**config.mk**
```make
export PLATFORM = sky130hd
export DESIGN_NAME = led_key_serial_driver
export DESIGN_NICKNAME = d
export VERILOG_FILES = /design/src/rtl/lksd_pkg.sv /design/src/rtl/lksd_seq.sv /design/src/rtl/led_key_serial_driver.sv
export SDC_FILE = /design/constraint.sdc
export NUM_CORES = 1
export LEC_CHECK = 0
export ABC_AREA = 1
export BUFFER_PORTS_ARGS = -buffer_cell sky130_fd_sc_hd__buf_4
export CAP_MARGIN = 10
export CORE_MARGIN = 2
export CORE_UTILIZATION = 60
export CTS_CLUSTER_SIZE = 30
export DETAILED_ROUTE_END_ITERATION = 6
export PLACE_DENSITY = 0.83
export SLEW_MARGIN = 20
export SYNTH_ARGS = -nofsm -noshare
export SYNTH_HDL_FRONTEND = slang
export SYNTH_SLANG_ARGS = --single-unit
```
**constraint.sdc**
```tcl
create_clock -name clock -period 4.15 [get_ports clock]
set_input_delay 0.6225 -clock clock [delete_from_list [all_inputs] [get_ports clock]]
set_output_delay 0.6225 -clock clock [all_outputs]
set_load 0.05 [all_outputs]
```
**src/rtl/lksd_pkg.sv**
```systemverilog
// Types, codes and frame tables of the serial LED/key driver.
// No dependencies.
package lksd_pkg;

   localparam int CLEAR_BYTES     = 16;
   localparam int DIGIT_SLOTS     = 4;
   localparam int SEG_LATCH_DEPTH = 4;
   localparam int STEP_W          = 5;

   // command codes
   localparam logic [2:0] CMD_NONE  = 3'd0;
   localparam logic [2:0] CMD_INIT  = 3'd1;
   localparam logic [2:0] CMD_ONE   = 3'd2;
   localparam logic [2:0] CMD_FOUR  = 3'd3;
   localparam logic [2:0] CMD_OFF   = 3'd4;
   localparam logic [2:0] CMD_ON    = 3'd5;
   localparam logic [2:0] CMD_READ  = 3'd6;
   localparam logic [2:0] CMD_RSVD  = 3'd7;

   // frame bytes
   localparam logic [7:0] BYTE_DATA_AUTO = 8'h40;
   localparam logic [7:0] BYTE_DATA_READ = 8'h42;
   localparam logic [7:0] BYTE_ADDR_BASE = 8'hC0;
   localparam logic [7:0] BYTE_DISP_ON   = 8'h88;
   localparam logic [7:0] BYTE_DISP_OFF  = 8'h80;
   localparam logic [7:0] BYTE_BLANK     = 8'h00;

   localparam logic [STEP_W-1:0] INIT_END_IDX  = STEP_W'(2 + CLEAR_BYTES);
   localparam logic [STEP_W-1:0] INIT_FEND_IDX = STEP_W'(1 + CLEAR_BYTES);
   localparam logic [STEP_W-1:0] FOUR_END_IDX  = STEP_W'(2 + 2 * DIGIT_SLOTS);
   localparam logic [STEP_W-1:0] FOUR_FEND_IDX = STEP_W'(1 + 2 * DIGIT_SLOTS);

   typedef logic [SEG_LATCH_DEPTH-1:0][7:0] seg_array_type;

   typedef struct packed {
      logic [2:0] cmd;
      logic [3:0] position;
      logic [3:0] value;
      logic [3:0] digit_first;
      logic [3:0] digit_second;
      logic [3:0] digit_third;
      logic [3:0] digit_fourth;
      logic       dio_in;
   } req_item_type;

   typedef struct packed {
      logic       strobe_res;
      logic       clock_pin;
      logic       dio_out;
      logic       dio_drive;
      logic       busy_res;
      logic       cmd_taken;
      logic       key_valid;
      logic [7:0] key_byte;
   } rsp_item_type;

   typedef struct packed {
      logic [7:0] data;
      logic       fend;
      logic       last;
      logic       rd;
   } frame_byte_type;

   function automatic logic [7:0] seg_code(input logic [3:0] v);
      logic [7:0] c;
      case (v)
         4'd0:    c = 8'h3F;
         4'd1:    c = 8'h06;
         4'd2:    c = 8'h5B;
         4'd3:    c = 8'h4F;
         4'd4:    c = 8'h66;
         4'd5:    c = 8'h6D;
         4'd6:    c = 8'h7D;
         4'd7:    c = 8'h07;
         4'd8:    c = 8'h7F;
         4'd9:    c = 8'h6F;
         default: c = BYTE_BLANK;
      endcase
      return c;
   endfunction

   // Byte number idx of a command's sequence, with frame-end, last and read marks.
   function automatic frame_byte_type seq_byte(input logic [2:0] cmd,
                                               input logic [STEP_W-1:0] idx,
                                               input logic [2:0] addr,
                                               input seg_array_type seg);
      frame_byte_type   r;
      logic [STEP_W-1:0] k;
      r = '{data: BYTE_BLANK, fend: 1'b0, last: 1'b0, rd: 1'b0};
      k = idx - STEP_W'(2);
      case (cmd)
         CMD_INIT: begin
            if (idx == '0) begin
               r.data = BYTE_DATA_AUTO;
               r.fend = 1'b1;
            end else if (idx == STEP_W'(1)) begin
               r.data = BYTE_ADDR_BASE;
            end else if (idx < INIT_END_IDX) begin
               r.fend = (idx == INIT_FEND_IDX);
            end else begin
               r.data = BYTE_DISP_ON;
               r.fend = 1'b1;
               r.last = 1'b1;
            end
         end
         CMD_ONE: begin
            if (idx == '0) begin
               r.data = BYTE_ADDR_BASE + {4'b0, addr, 1'b0};
            end else begin
               r.data = seg[0];
               r.fend = 1'b1;
               r.last = 1'b1;
            end
         end
         CMD_FOUR: begin
            if (idx == '0) begin
               r.data = BYTE_DATA_AUTO;
               r.fend = 1'b1;
            end else if (idx == STEP_W'(1)) begin
               r.data = BYTE_ADDR_BASE;
            end else if (idx < FOUR_END_IDX) begin
               // even slots carry a code, odd slots and slots past the latch are blank
               if (!k[0] && (k[STEP_W-1:3] == '0)) begin
                  r.data = seg[k[2:1]];
               end
               r.fend = (idx == FOUR_FEND_IDX);
            end else begin
               r.data = BYTE_DISP_ON;
               r.fend = 1'b1;
               r.last = 1'b1;
            end
         end
         CMD_OFF: begin
            r.data = BYTE_DISP_OFF;
            r.fend = 1'b1;
            r.last = 1'b1;
         end
         CMD_ON: begin
            r.data = BYTE_DISP_ON;
            r.fend = 1'b1;
            r.last = 1'b1;
         end
         CMD_READ: begin
            if (idx == '0) begin
               r.data = BYTE_DATA_READ;
            end else begin
               r.rd   = 1'b1;
               r.fend = 1'b1;
               r.last = 1'b1;
            end
         end
         default: begin
            r.fend = 1'b1;
            r.last = 1'b1;
         end
      endcase
      return r;
   endfunction

endpackage

```
**src/rtl/lksd_seq.sv**
```systemverilog
// Pin sequencer of the serial LED/key driver: one half-bit tick per step.
// Depends on lksd_pkg.
module lksd_seq (
   input  logic                  clock,
   input  logic                  reset,
   input  logic                  step_en,
   input  lksd_pkg::req_item_type item,
   output lksd_pkg::rsp_item_type result
);

   logic [2:0]                    active_ff, active_in;
   logic [lksd_pkg::STEP_W-1:0]   step_ff, step_in, step_inc;
   logic [2:0]                    bit_ff, bit_in;
   logic                          half_ff, half_in;
   logic                          gap_ff, gap_in;
   logic [7:0]                    out_shift_ff, out_shift_in;
   logic [7:0]                    key_shift_ff, key_shift_in;
   logic [2:0]                    addr_ff, addr_in;
   lksd_pkg::seg_array_type       seg_ff, seg_in;
   lksd_pkg::frame_byte_type      cur, nxt, first;
   logic                          ok;

   assign step_inc = step_ff + lksd_pkg::STEP_W'(1);
   assign cur      = lksd_pkg::seq_byte(active_ff, step_ff, addr_ff, seg_ff);
   assign nxt      = lksd_pkg::seq_byte(active_ff, step_inc, addr_ff, seg_ff);
   assign first    = lksd_pkg::seq_byte(item.cmd, '0, item.position[2:0], seg_ff);

   always_comb begin
      active_in    = active_ff;
      step_in      = step_ff;
      bit_in       = bit_ff;
      half_in      = half_ff;
      gap_in       = gap_ff;
      out_shift_in = out_shift_ff;
      key_shift_in = key_shift_ff;
      addr_in      = addr_ff;
      seg_in       = seg_ff;
      ok           = 1'b0;
      result       = '{strobe_res: 1'b1, clock_pin: 1'b1, dio_out: 1'b0, dio_drive: 1'b1,
                       busy_res: 1'b0, cmd_taken: 1'b0, key_valid: 1'b0, key_byte: 8'h00};
      if (active_ff == lksd_pkg::CMD_NONE) begin
         ok = (item.cmd != lksd_pkg::CMD_NONE) && (item.cmd != lksd_pkg::CMD_RSVD);
         // drop a single digit with a bad position or value
         if (item.cmd == lksd_pkg::CMD_ONE && (item.position > 4'd7 || item.value > 4'd9)) begin
            ok = 1'b0;
         end
         if (ok) begin
            result.cmd_taken = 1'b1;
            result.busy_res  = 1'b1;
            active_in        = item.cmd;
            if (item.cmd == lksd_pkg::CMD_ONE) begin
               addr_in   = item.position[2:0];
               seg_in[0] = lksd_pkg::seg_code(item.value);
            end else if (item.cmd == lksd_pkg::CMD_FOUR) begin
               seg_in[0] = lksd_pkg::seg_code(item.digit_first);
               seg_in[1] = lksd_pkg::seg_code(item.digit_second);
               seg_in[2] = lksd_pkg::seg_code(item.digit_third);
               seg_in[3] = lksd_pkg::seg_code(item.digit_fourth);
            end
            step_in      = '0;
            bit_in       = '0;
            half_in      = 1'b0;
            key_shift_in = '0;
            gap_in       = 1'b0;
            out_shift_in = first.data;
         end
      end else if (gap_ff) begin
         // strobe high for one tick between frames
         result.busy_res = 1'b1;
         gap_in          = 1'b0;
         half_in         = 1'b0;
         bit_in          = '0;
      end else begin
         result.busy_res   = 1'b1;
         result.strobe_res = 1'b0;
         if (cur.rd) begin
            result.dio_drive = 1'b0;
         end else begin
            result.dio_out = out_shift_ff[bit_ff];
         end
         if (!half_ff) begin
            result.clock_pin = 1'b0;
            half_in          = 1'b1;
         end else begin
            half_in = 1'b0;
            if (cur.rd && item.dio_in) begin
               key_shift_in[bit_ff] = 1'b1;
            end
            if (bit_ff != 3'd7) begin
               bit_in = bit_ff + 3'd1;
            end else begin
               bit_in = '0;
               if (cur.rd) begin
                  result.key_valid = 1'b1;
                  result.key_byte  = key_shift_in;
               end
               if (cur.last) begin
                  active_in = lksd_pkg::CMD_NONE;
                  step_in   = '0;
               end else begin
                  // advance to the next byte, open a gap after a frame end
                  step_in      = step_inc;
                  out_shift_in = nxt.data;
                  if (nxt.rd) begin
                     key_shift_in = '0;
                  end
                  gap_in = cur.fend;
               end
            end
         end
      end
   end

   always_ff @(posedge clock) begin
      if (reset) begin
         active_ff    <= lksd_pkg::CMD_NONE;
         step_ff      <= '0;
         bit_ff       <= '0;
         half_ff      <= 1'b0;
         gap_ff       <= 1'b0;
         out_shift_ff <= '0;
         key_shift_ff <= '0;
         addr_ff      <= '0;
      end else if (step_en) begin
         active_ff    <= active_in;
         step_ff      <= step_in;
         bit_ff       <= bit_in;
         half_ff      <= half_in;
         gap_ff       <= gap_in;
         out_shift_ff <= out_shift_in;
         key_shift_ff <= key_shift_in;
         addr_ff      <= addr_in;
      end
   end

   always_ff @(posedge clock) begin
      if (step_en) begin
         seg_ff <= seg_in;
      end
   end

endmodule

```
**src/rtl/led_key_serial_driver.sv**
```systemverilog
// Serial LED/key driver: one tick item in, one pin-state result out.
// An input transfer passes the input register and then the result register to reach its result.
// Throughput: one item per cycle while the result register is not stalled; the sequencer steps once per item.
// Reset (synchronous, active high): sequencer idle, strobe high, both stages empty.
// Depends on lksd_pkg and lksd_seq.
module led_key_serial_driver (
   input  logic        clock,
   input  logic        reset,
   input  logic        req_tvalid,
   output logic        req_tready,
   input  logic [31:0] req_tdata,   // position[3:0], value[7:4], digit_first[11:8],
                                    // digit_second[15:12], digit_third[19:16],
                                    // digit_fourth[23:20], dio_in[24], zero[31:25]
   input  logic [2:0]  req_tuser,   // cmd[2:0]
   output logic        rsp_tvalid,
   input  logic        rsp_tready,
   output logic [15:0] rsp_tdata    // strobe_res[0], clock_pin[1], dio_out[2], dio_drive[3],
                                    // busy_res[4], cmd_taken[5], key_valid[6],
                                    // key_byte[14:7], zero[15]
);

   logic                   s1_valid_ff;
   lksd_pkg::req_item_type s1_item_ff;
   lksd_pkg::req_item_type req_item;
   logic                   rsp_valid_ff;
   lksd_pkg::rsp_item_type rsp_item_ff;
   lksd_pkg::rsp_item_type seq_result;
   logic                   adv;

   assign req_item = '{cmd:          req_tuser,
                       position:     req_tdata[3:0],
                       value:        req_tdata[7:4],
                       digit_first:  req_tdata[11:8],
                       digit_second: req_tdata[15:12],
                       digit_third:  req_tdata[19:16],
                       digit_fourth: req_tdata[23:20],
                       dio_in:       req_tdata[24]};

   // step when the result register is free or drains this cycle
   assign adv        = s1_valid_ff && (!rsp_valid_ff || rsp_tready);
   assign req_tready = !s1_valid_ff || adv;

   lksd_seq u_seq (
      .clock   (clock),
      .reset   (reset),
      .step_en (adv),
      .item    (s1_item_ff),
      .result  (seq_result)
   );

   always_ff @(posedge clock) begin
      if (reset) begin
         s1_valid_ff <= 1'b0;
      end else if (req_tready) begin
         s1_valid_ff <= req_tvalid;
      end
   end

   always_ff @(posedge clock) begin
      if (req_tvalid && req_tready) begin
         s1_item_ff <= req_item;
      end
   end

   always_ff @(posedge clock) begin
      if (reset) begin
         rsp_valid_ff <= 1'b0;
      end else if (adv) begin
         rsp_valid_ff <= 1'b1;
      end else if (rsp_tready) begin
         rsp_valid_ff <= 1'b0;
      end
   end

   always_ff @(posedge clock) begin
      if (adv) begin
         rsp_item_ff <= seq_result;
      end
   end

   assign rsp_tvalid = rsp_valid_ff;
   assign rsp_tdata  = {1'b0, rsp_item_ff.key_byte, rsp_item_ff.key_valid,
                        rsp_item_ff.cmd_taken, rsp_item_ff.busy_res, rsp_item_ff.dio_drive,
                        rsp_item_ff.dio_out, rsp_item_ff.clock_pin, rsp_item_ff.strobe_res};

endmodule

```
After elaboration in Yosys (flattened, before gate mapping). Memory sizes are Yosys's and may differ from the RTL's. A register that Yosys moved wholly into a read port is not among the register bits. Cells that the tools add are included.

Memories kept: 5. Word-level logic and storage cells: 206. Bits in read-only memories: 560. Bits in writable memories: 0. Bits in registers: 109. Latch bits: 0. Bits of input ports: 39.

Memory list: (no name shown) (depth 16, width 7, rd ports 1, clocked after Yosys merged registers in 1, wr ports 0, RTL line lksd_pkg.sv:66) `case (v)`; (no name shown) (depth 16, width 7, rd ports 1, clocked after Yosys merged registers in 1, wr ports 0, RTL line lksd_pkg.sv:66); (no name shown) (depth 16, width 7, rd ports 1, clocked after Yosys merged registers in 1, wr ports 0, RTL line lksd_pkg.sv:66); (no name shown) (depth 16, width 7, rd ports 1, clocked after Yosys merged registers in 1, wr ports 0, RTL line lksd_pkg.sv:66); (no name shown) (depth 16, width 7, rd ports 1, clocked after Yosys merged registers in 1, wr ports 0, RTL line lksd_pkg.sv:66).

Eq/ne operators: 24. Multiply operators: 0. Shift-type cells: 0. $add $sub $neg: 5. Muxes and demuxes: 92. Div/mod/pow operators: 0. Bitwise gates (word level): 4. Reduce and logical (&&, ||, !) cells: 37. $lt $le $gt $ge: 9.

Operators by type and width (number): $mux 8 (22); $pmux 8 s6 (1); $pmux 8 s5 (1); $mux 3 (12); $mux 9 (4); $mux 1 (32); $mux 5 (6); $eq 3x3->1 const B (6); $add 7x5->8 const A (2); $bmux 8 s2 (1); $eq 3x2->1 const B (4); $mux 2 (6); $mux 4 (3); $reduce_and 4->1 (3); $reduce_and 6->1 (2); $eq 5x1->1 const B (2); $eq 5x4->1 const B (2); $eq 5x5->1 const B (2); $logic_not 5->1 (2); $lt 5x4->1 const B (2); $lt 5x5->1 const B (2); $reduce_and 5->1 (2); $or 8x8->8 (1); $pmux 2 s4 (1); 29 further kinds (50).

Depth between registers and ports, before layout.
Depth in word-level cells: 14. Mapped depth: 17. Depth with buffers taken out: 16.

By module. From an unflattened synthesis, not the netlist that was laid out.

Cells, all modules: 656. Area, all modules: 5689.2 um^2.

Modules (own cells, without submodules): lksd_seq (cells an instance 599, area an instance 4295.4 um^2, instances 1, sequential area each 1481.4 um^2); led_key_serial_driver (cells an instance 57, area an instance 1393.8 um^2, instances 1, sequential area each 1331.3 um^2).

Worst setup path after synthesis. Ideal clock, no wire load.

Kind: flip-flop to flip-flop. From: register u_seq.active_ff[2]. To: register u_seq.seg_ff[10] (netlist name), enable pin. Setup slack: 585 ps. Buffers on the path: 1. Stages on the path, launching flop included: 5. Arrival: 3113 ps. Path through: dfxtp_1 nor3_4 inv_4 clkbuf_1 nor4_1.

Cells in the longest elaborated chain, start to end: 2.

RTL lines: from (decl) (RTL line lksd_seq.sv:11) `logic [2:0] active_ff, active_in;`; from (signal assigned) (RTL line lksd_seq.sv:116) `active_ff <= lksd_pkg::CMD_NONE;`; from (signal assigned) (RTL line lksd_seq.sv:125) `active_ff <= active_in;`; $logic_not 3->1 (RTL line lksd_seq.sv:41) `if (active_ff == lksd_pkg::CMD_NONE) begin`; $reduce_and 5->1 (no line); to (decl) (RTL line lksd_seq.sv:19) `lksd_pkg::seg_array_type seg_ff, seg_in;`.

No other way between the ends. A chain may end at the register's enable or synchronous reset.

Worst setup path in the final report.
From: register u_seq.step_ff[0] (netlist name). To: register u_seq.out_shift_ff[4].

Cells in the longest elaborated chain, start to end: 14. Elaborated cells between the ends (all ways): 38.

RTL lines: from (decl) (RTL line lksd_seq.sv:12) `logic [lksd_pkg::STEP_W-1:0] step_ff, step_in, step_inc;`; from (signal assigned) (RTL line lksd_seq.sv:126) `step_ff <= step_in;`; $add 5x1->5 (RTL line lksd_seq.sv:23) `assign step_inc = step_ff + lksd_pkg::STEP_W'(1);`; $sub 5x2->5 (RTL line lksd_pkg.sv:90) `k = idx - STEP_W'(2);`; $bmux 8 s2, or another cell as far along (RTL line lksd_pkg.sv:124) `r.data = seg[k[2:1]];`; $mux 8 (not written as such) / $logic_and 1x1->1 (equally long branches) (RTL line lksd_pkg.sv:124, lksd_pkg.sv:123); $mux 8 (RTL line lksd_pkg.sv:123) `if (!k[0] && (k[STEP_W-1:3] == '0)) begin`; $mux 9 (RTL line lksd_pkg.sv:121) `end else if (idx < FOUR_END_IDX) begin`; $mux 8 (RTL line lksd_pkg.sv:119) `end else if (idx == STEP_W'(1)) begin`; $mux 9 (RTL line lksd_pkg.sv:116) `if (idx == '0) begin`; $pmux 8 s6 (RTL line lksd_pkg.sv:91) `case (cmd)`; $mux 8 (RTL line lksd_seq.sv:97) `if (cur.last) begin`; $mux 8 (RTL line lksd_seq.sv:89) `if (bit_ff != 3'd7) begin`; $mux 8 (RTL line lksd_seq.sv:81) `if (!half_ff) begin`; $mux 8 (RTL line lksd_seq.sv:67) `end else if (gap_ff) begin`; $mux 8 (RTL line lksd_seq.sv:41); to (signal assigned) (RTL line lksd_seq.sv:130) `out_shift_ff <= out_shift_in;`; to (decl) (RTL line lksd_seq.sv:16) `logic [7:0] out_shift_ff, out_shift_in;`.

Several ways; a longest one is shown, not always the timed one. The select of a mux whose other input is x is not followed.

==> impl_results.md <==
- CP endpoint: u_seq.out_shift_ff[4]$_SDFFE_PP0P_
- CP bufs+invs: 3
- Sequential fraction of the synthesis area: roughly 50%
- Slowest CP cell: ha_1
- Core Rows: 37
- Maximum vdd drop: between 0.2 and 0.3 mV
- Slew Limit Fails: 0
- Overall Global Routing Usage: around 25%
- Gpl congestion: slightly above 0.9
- FF-to-FF path depth: 13
- Post-synth design cell area: 6190 um2
- Antenna violations before repair: 0
- Layout area overhead: 16.5%
- Post-layout min period: around 3100 ps
- Clock transition at the registers of the reported paths: about 70 ps
- DP Cell Count: about 900
- Setup-failing EPs final: 0
- R2R setup slack: about 1100 ps
- Post-DP HPWL: approximately 9000 um
- RR Endpoint: u_seq.out_shift_ff[4]$_SDFFE_PP0P_
- Ant diodes: 0
- Synthesized Nets: 800
- Final hold violations: 0
- Synth Flop Type: edfxtp_1
- Setup crit start: u_seq.step_ff[0]$_SDFFE_PP0P_
- Fmax: 327 MHz
- RSZ-0062 raised after global routing: no
- Ys async rst share: 0%
- Setup ws final: approximately 1100 ps
- Wirelength per Cell: ~14 um
- Yosys warnings: 0
- Die Footprint: roughly 11000 um2
- Via/cell ratio: between 5 and 6
- Worst EP arrival: approximately 3500 ps
- Total iterations of the first detailed-routing run: 6
- Final worst clock skew: approximately 12 ps
- Run status: completed
- Die X: 106 um
- Core ar.: 10200 um2
- CP Class: reg2reg
- Clk Latency, worst-skew pair: ~530 ps
- GRT overflow: 0
- Pre-CTS setup slack: 951 ps
- Max cap viols: 0
- Min-delay src: req_tdata[17]
- Clk buf depth: 2
- Top delay family on crit path: adder cells
- CTS H-Tree Depth: 4
- Post-synth top cells: nand2_1 (179), inv_1 (80), edfxtp_1 (71), o21ai_0 (58), nor2_1 (57)
- Die Ht: 106 um
- Post-synth cell types: 44
- Top-count cell post-synth: nand2_1
- Routed WL: 13200 um
- Critical-path maximum fanout: 20
- Fraction of layout cells with a size suffix above 1: 15.9%
- Number of remaining DRC errors: 0
- Worst-Margin Slew: 716 ps
- Starting density of the core: 60.7%
- Setup Buffers After CTS: 0
- Slew HR: 52.1%
- Startpoint types: flip-flop
- Area leader, netlist: edfxtp_1
- Cells after synthesis: 725
- Critical Path, Cell by Cell: inv_1, ha_1, inv_1, ha_1, inv_1, o21ai_0, nor2_1, a21oi_1, nor2_1, nand3_1, o21ai_0, nand2_1, a21oi_1
- DR iter-0 viols: roughly 420
- Final setup TNS: 0 ps
- Root buf cell: clkbuf_8
- First-pass GRT wire length: 21900 um
- CP Capture Type: flip-flop
- Fin nets: between 800 and 900
- Clock Sinks: roughly 120
- Final ANT Viol Nets: 0
- Pwr dens: 419 nW/um2
- RR Startpoint: u_seq.step_ff[0]$_SDFFE_PP0P_
- Via count: 5102
- Yosys reg bits: 119
- WP data required: ~4600 ps
- Min-delay worst type: in2reg
- Number of synthesized flops with an enable pin: 71
- Fillcell total: around 770
- Top cells by area, synth: edfxtp_1 (34%), dfxtp_1 (16%), nand2_1 (11%)
- WP depth: 13
- Period utilisation layout: 73.8%
- Hold_buf cts: 0
- TritonCTS Buffers: 17
- Vias in the first global route: roughly 4800
- Hold slack: 264 ps
- CTS tree: built
- Synth Area per Inst: approximately 8.5 um2
- Most frequent CP cell: inv_1
- Post-cts resize count: 0
- Total I/O pin count: 57
- Lkg Pwr: 3.07 nW
- Fin cells: a little over 900
- Largest net degree at the start of global routing: 31
- # port buffers: 48
- Crit-path max cell delay: between 500 and 600 ps
- Yosys top cell area share: around a third
kinds of logic after synthesis:
family | synth area share [%]
flops | 50.0
fa+ha+maj | 7.28
compound gates | 11.5
other cells | 0.0606
buf+inv | 7.02
simple gates | 23.8
xor+xnor | 0.263
worst min path at each step:
stage	end	slack, ps	cells after the start
2_1_floorplan	u_seq.addr_ff[2]$_SDFFE_PP0P_	440	2
3_3_place_gp	u_seq.key_shift_ff[1]$_SDFFE_PP0P_	450	2
3_5_place_dp	u_seq.key_shift_ff[5]$_SDFFE_PP0P_	450	2
4_1_cts	s1_item_ff[7]$_DFFE_PP_	260	1
5_1_grt	s1_item_ff[7]$_DFFE_PP_	260	1
6_report	s1_item_ff[6]$_DFFE_PP_	260	1
layout make-up:
class / count / area, um2 / share of cell area, %
Sequential cell: 119 / 3090 / 42.9
Multi-Input combinational cell: 498 / 2670 / 37.0
Clock buffer: 18 / 428 / 5.94
Timing Repair Buffer: 51 / 383 / 5.31
Inverter: 92 / 350 / 4.86
Tap cell: 136 / 170 / 2.36
Clock inverter: 14 / 118 / 1.63
routing by layer:
| layer | share of wire (%) | global-route usage (%) |
|---|---|---|
| met1 | 41 | 29.8 |
| met2 | 51 | 42.2 |
| met3 | 5.8 | 5.13 |
| met4 | 2.6 | 11.1 |
| met5 | 0 | 0 |
where the power goes:
part           internal [mW]  switching, mW
registers               1.32         0.0356
clock network          0.763          0.584
logic                  0.107          0.217
worst register-to-register path: cells and delay by family, from the launching register on:
family,cells,cell delay (ps)
AO/OA/AOI/OAI,4,390
buffers and inverters,3,660
flip-flops,1,460
AND/OR/NAND/NOR,4,460
adder cells (fa/ha/maj),2,1020
layout by cell type (no fill, tap or decap), types with 2 or more instances in the layout:
master      netlist  layout
a211oi_1          2       2
a21oi_1          44      44
a31o_2            2       2
a31oi_1           4       4
buf_4             1      51
clkbuf_16         0      16
clkbuf_8          0       2
clkinv_4          0       3
clkinvlp_4        0       5
dfxtp_1          48      48
edfxtp_1         71      71
ha_1             36      36
inv_1            80      80
inv_2            10      10
inv_4             2       2
inv_6             0       3
inv_8             0       2
nand2_1         179     179
nand2_2           5       5
nand3_1          44      44
nand4_1          12      12
nor2_1           57      57
nor2_2            2       2
nor2_4            3       3
nor3_1            8       8
nor3_4            2       2
o21ai_0          58      58
o21ai_1           3       3
o21ai_2           2       2
o21bai_1          8       8
o22ai_1           3       3
or2_2             9       9
metrics by stage:
stage / area (um2) / power, mW / utilization (%)
finish: 7210 / 3.02 / 70.8
detailed placement: 6660 / 1.69 / 65.4
global placement: 6660 / 1.67 / 65.4
floorplan: 6190 / 1.60 / -
CTS: 7210 / 3.02 / 70.8
global route: 7210 / 3.12 / 70.8
Note: power is estimated with default switching activity, not from simulation.
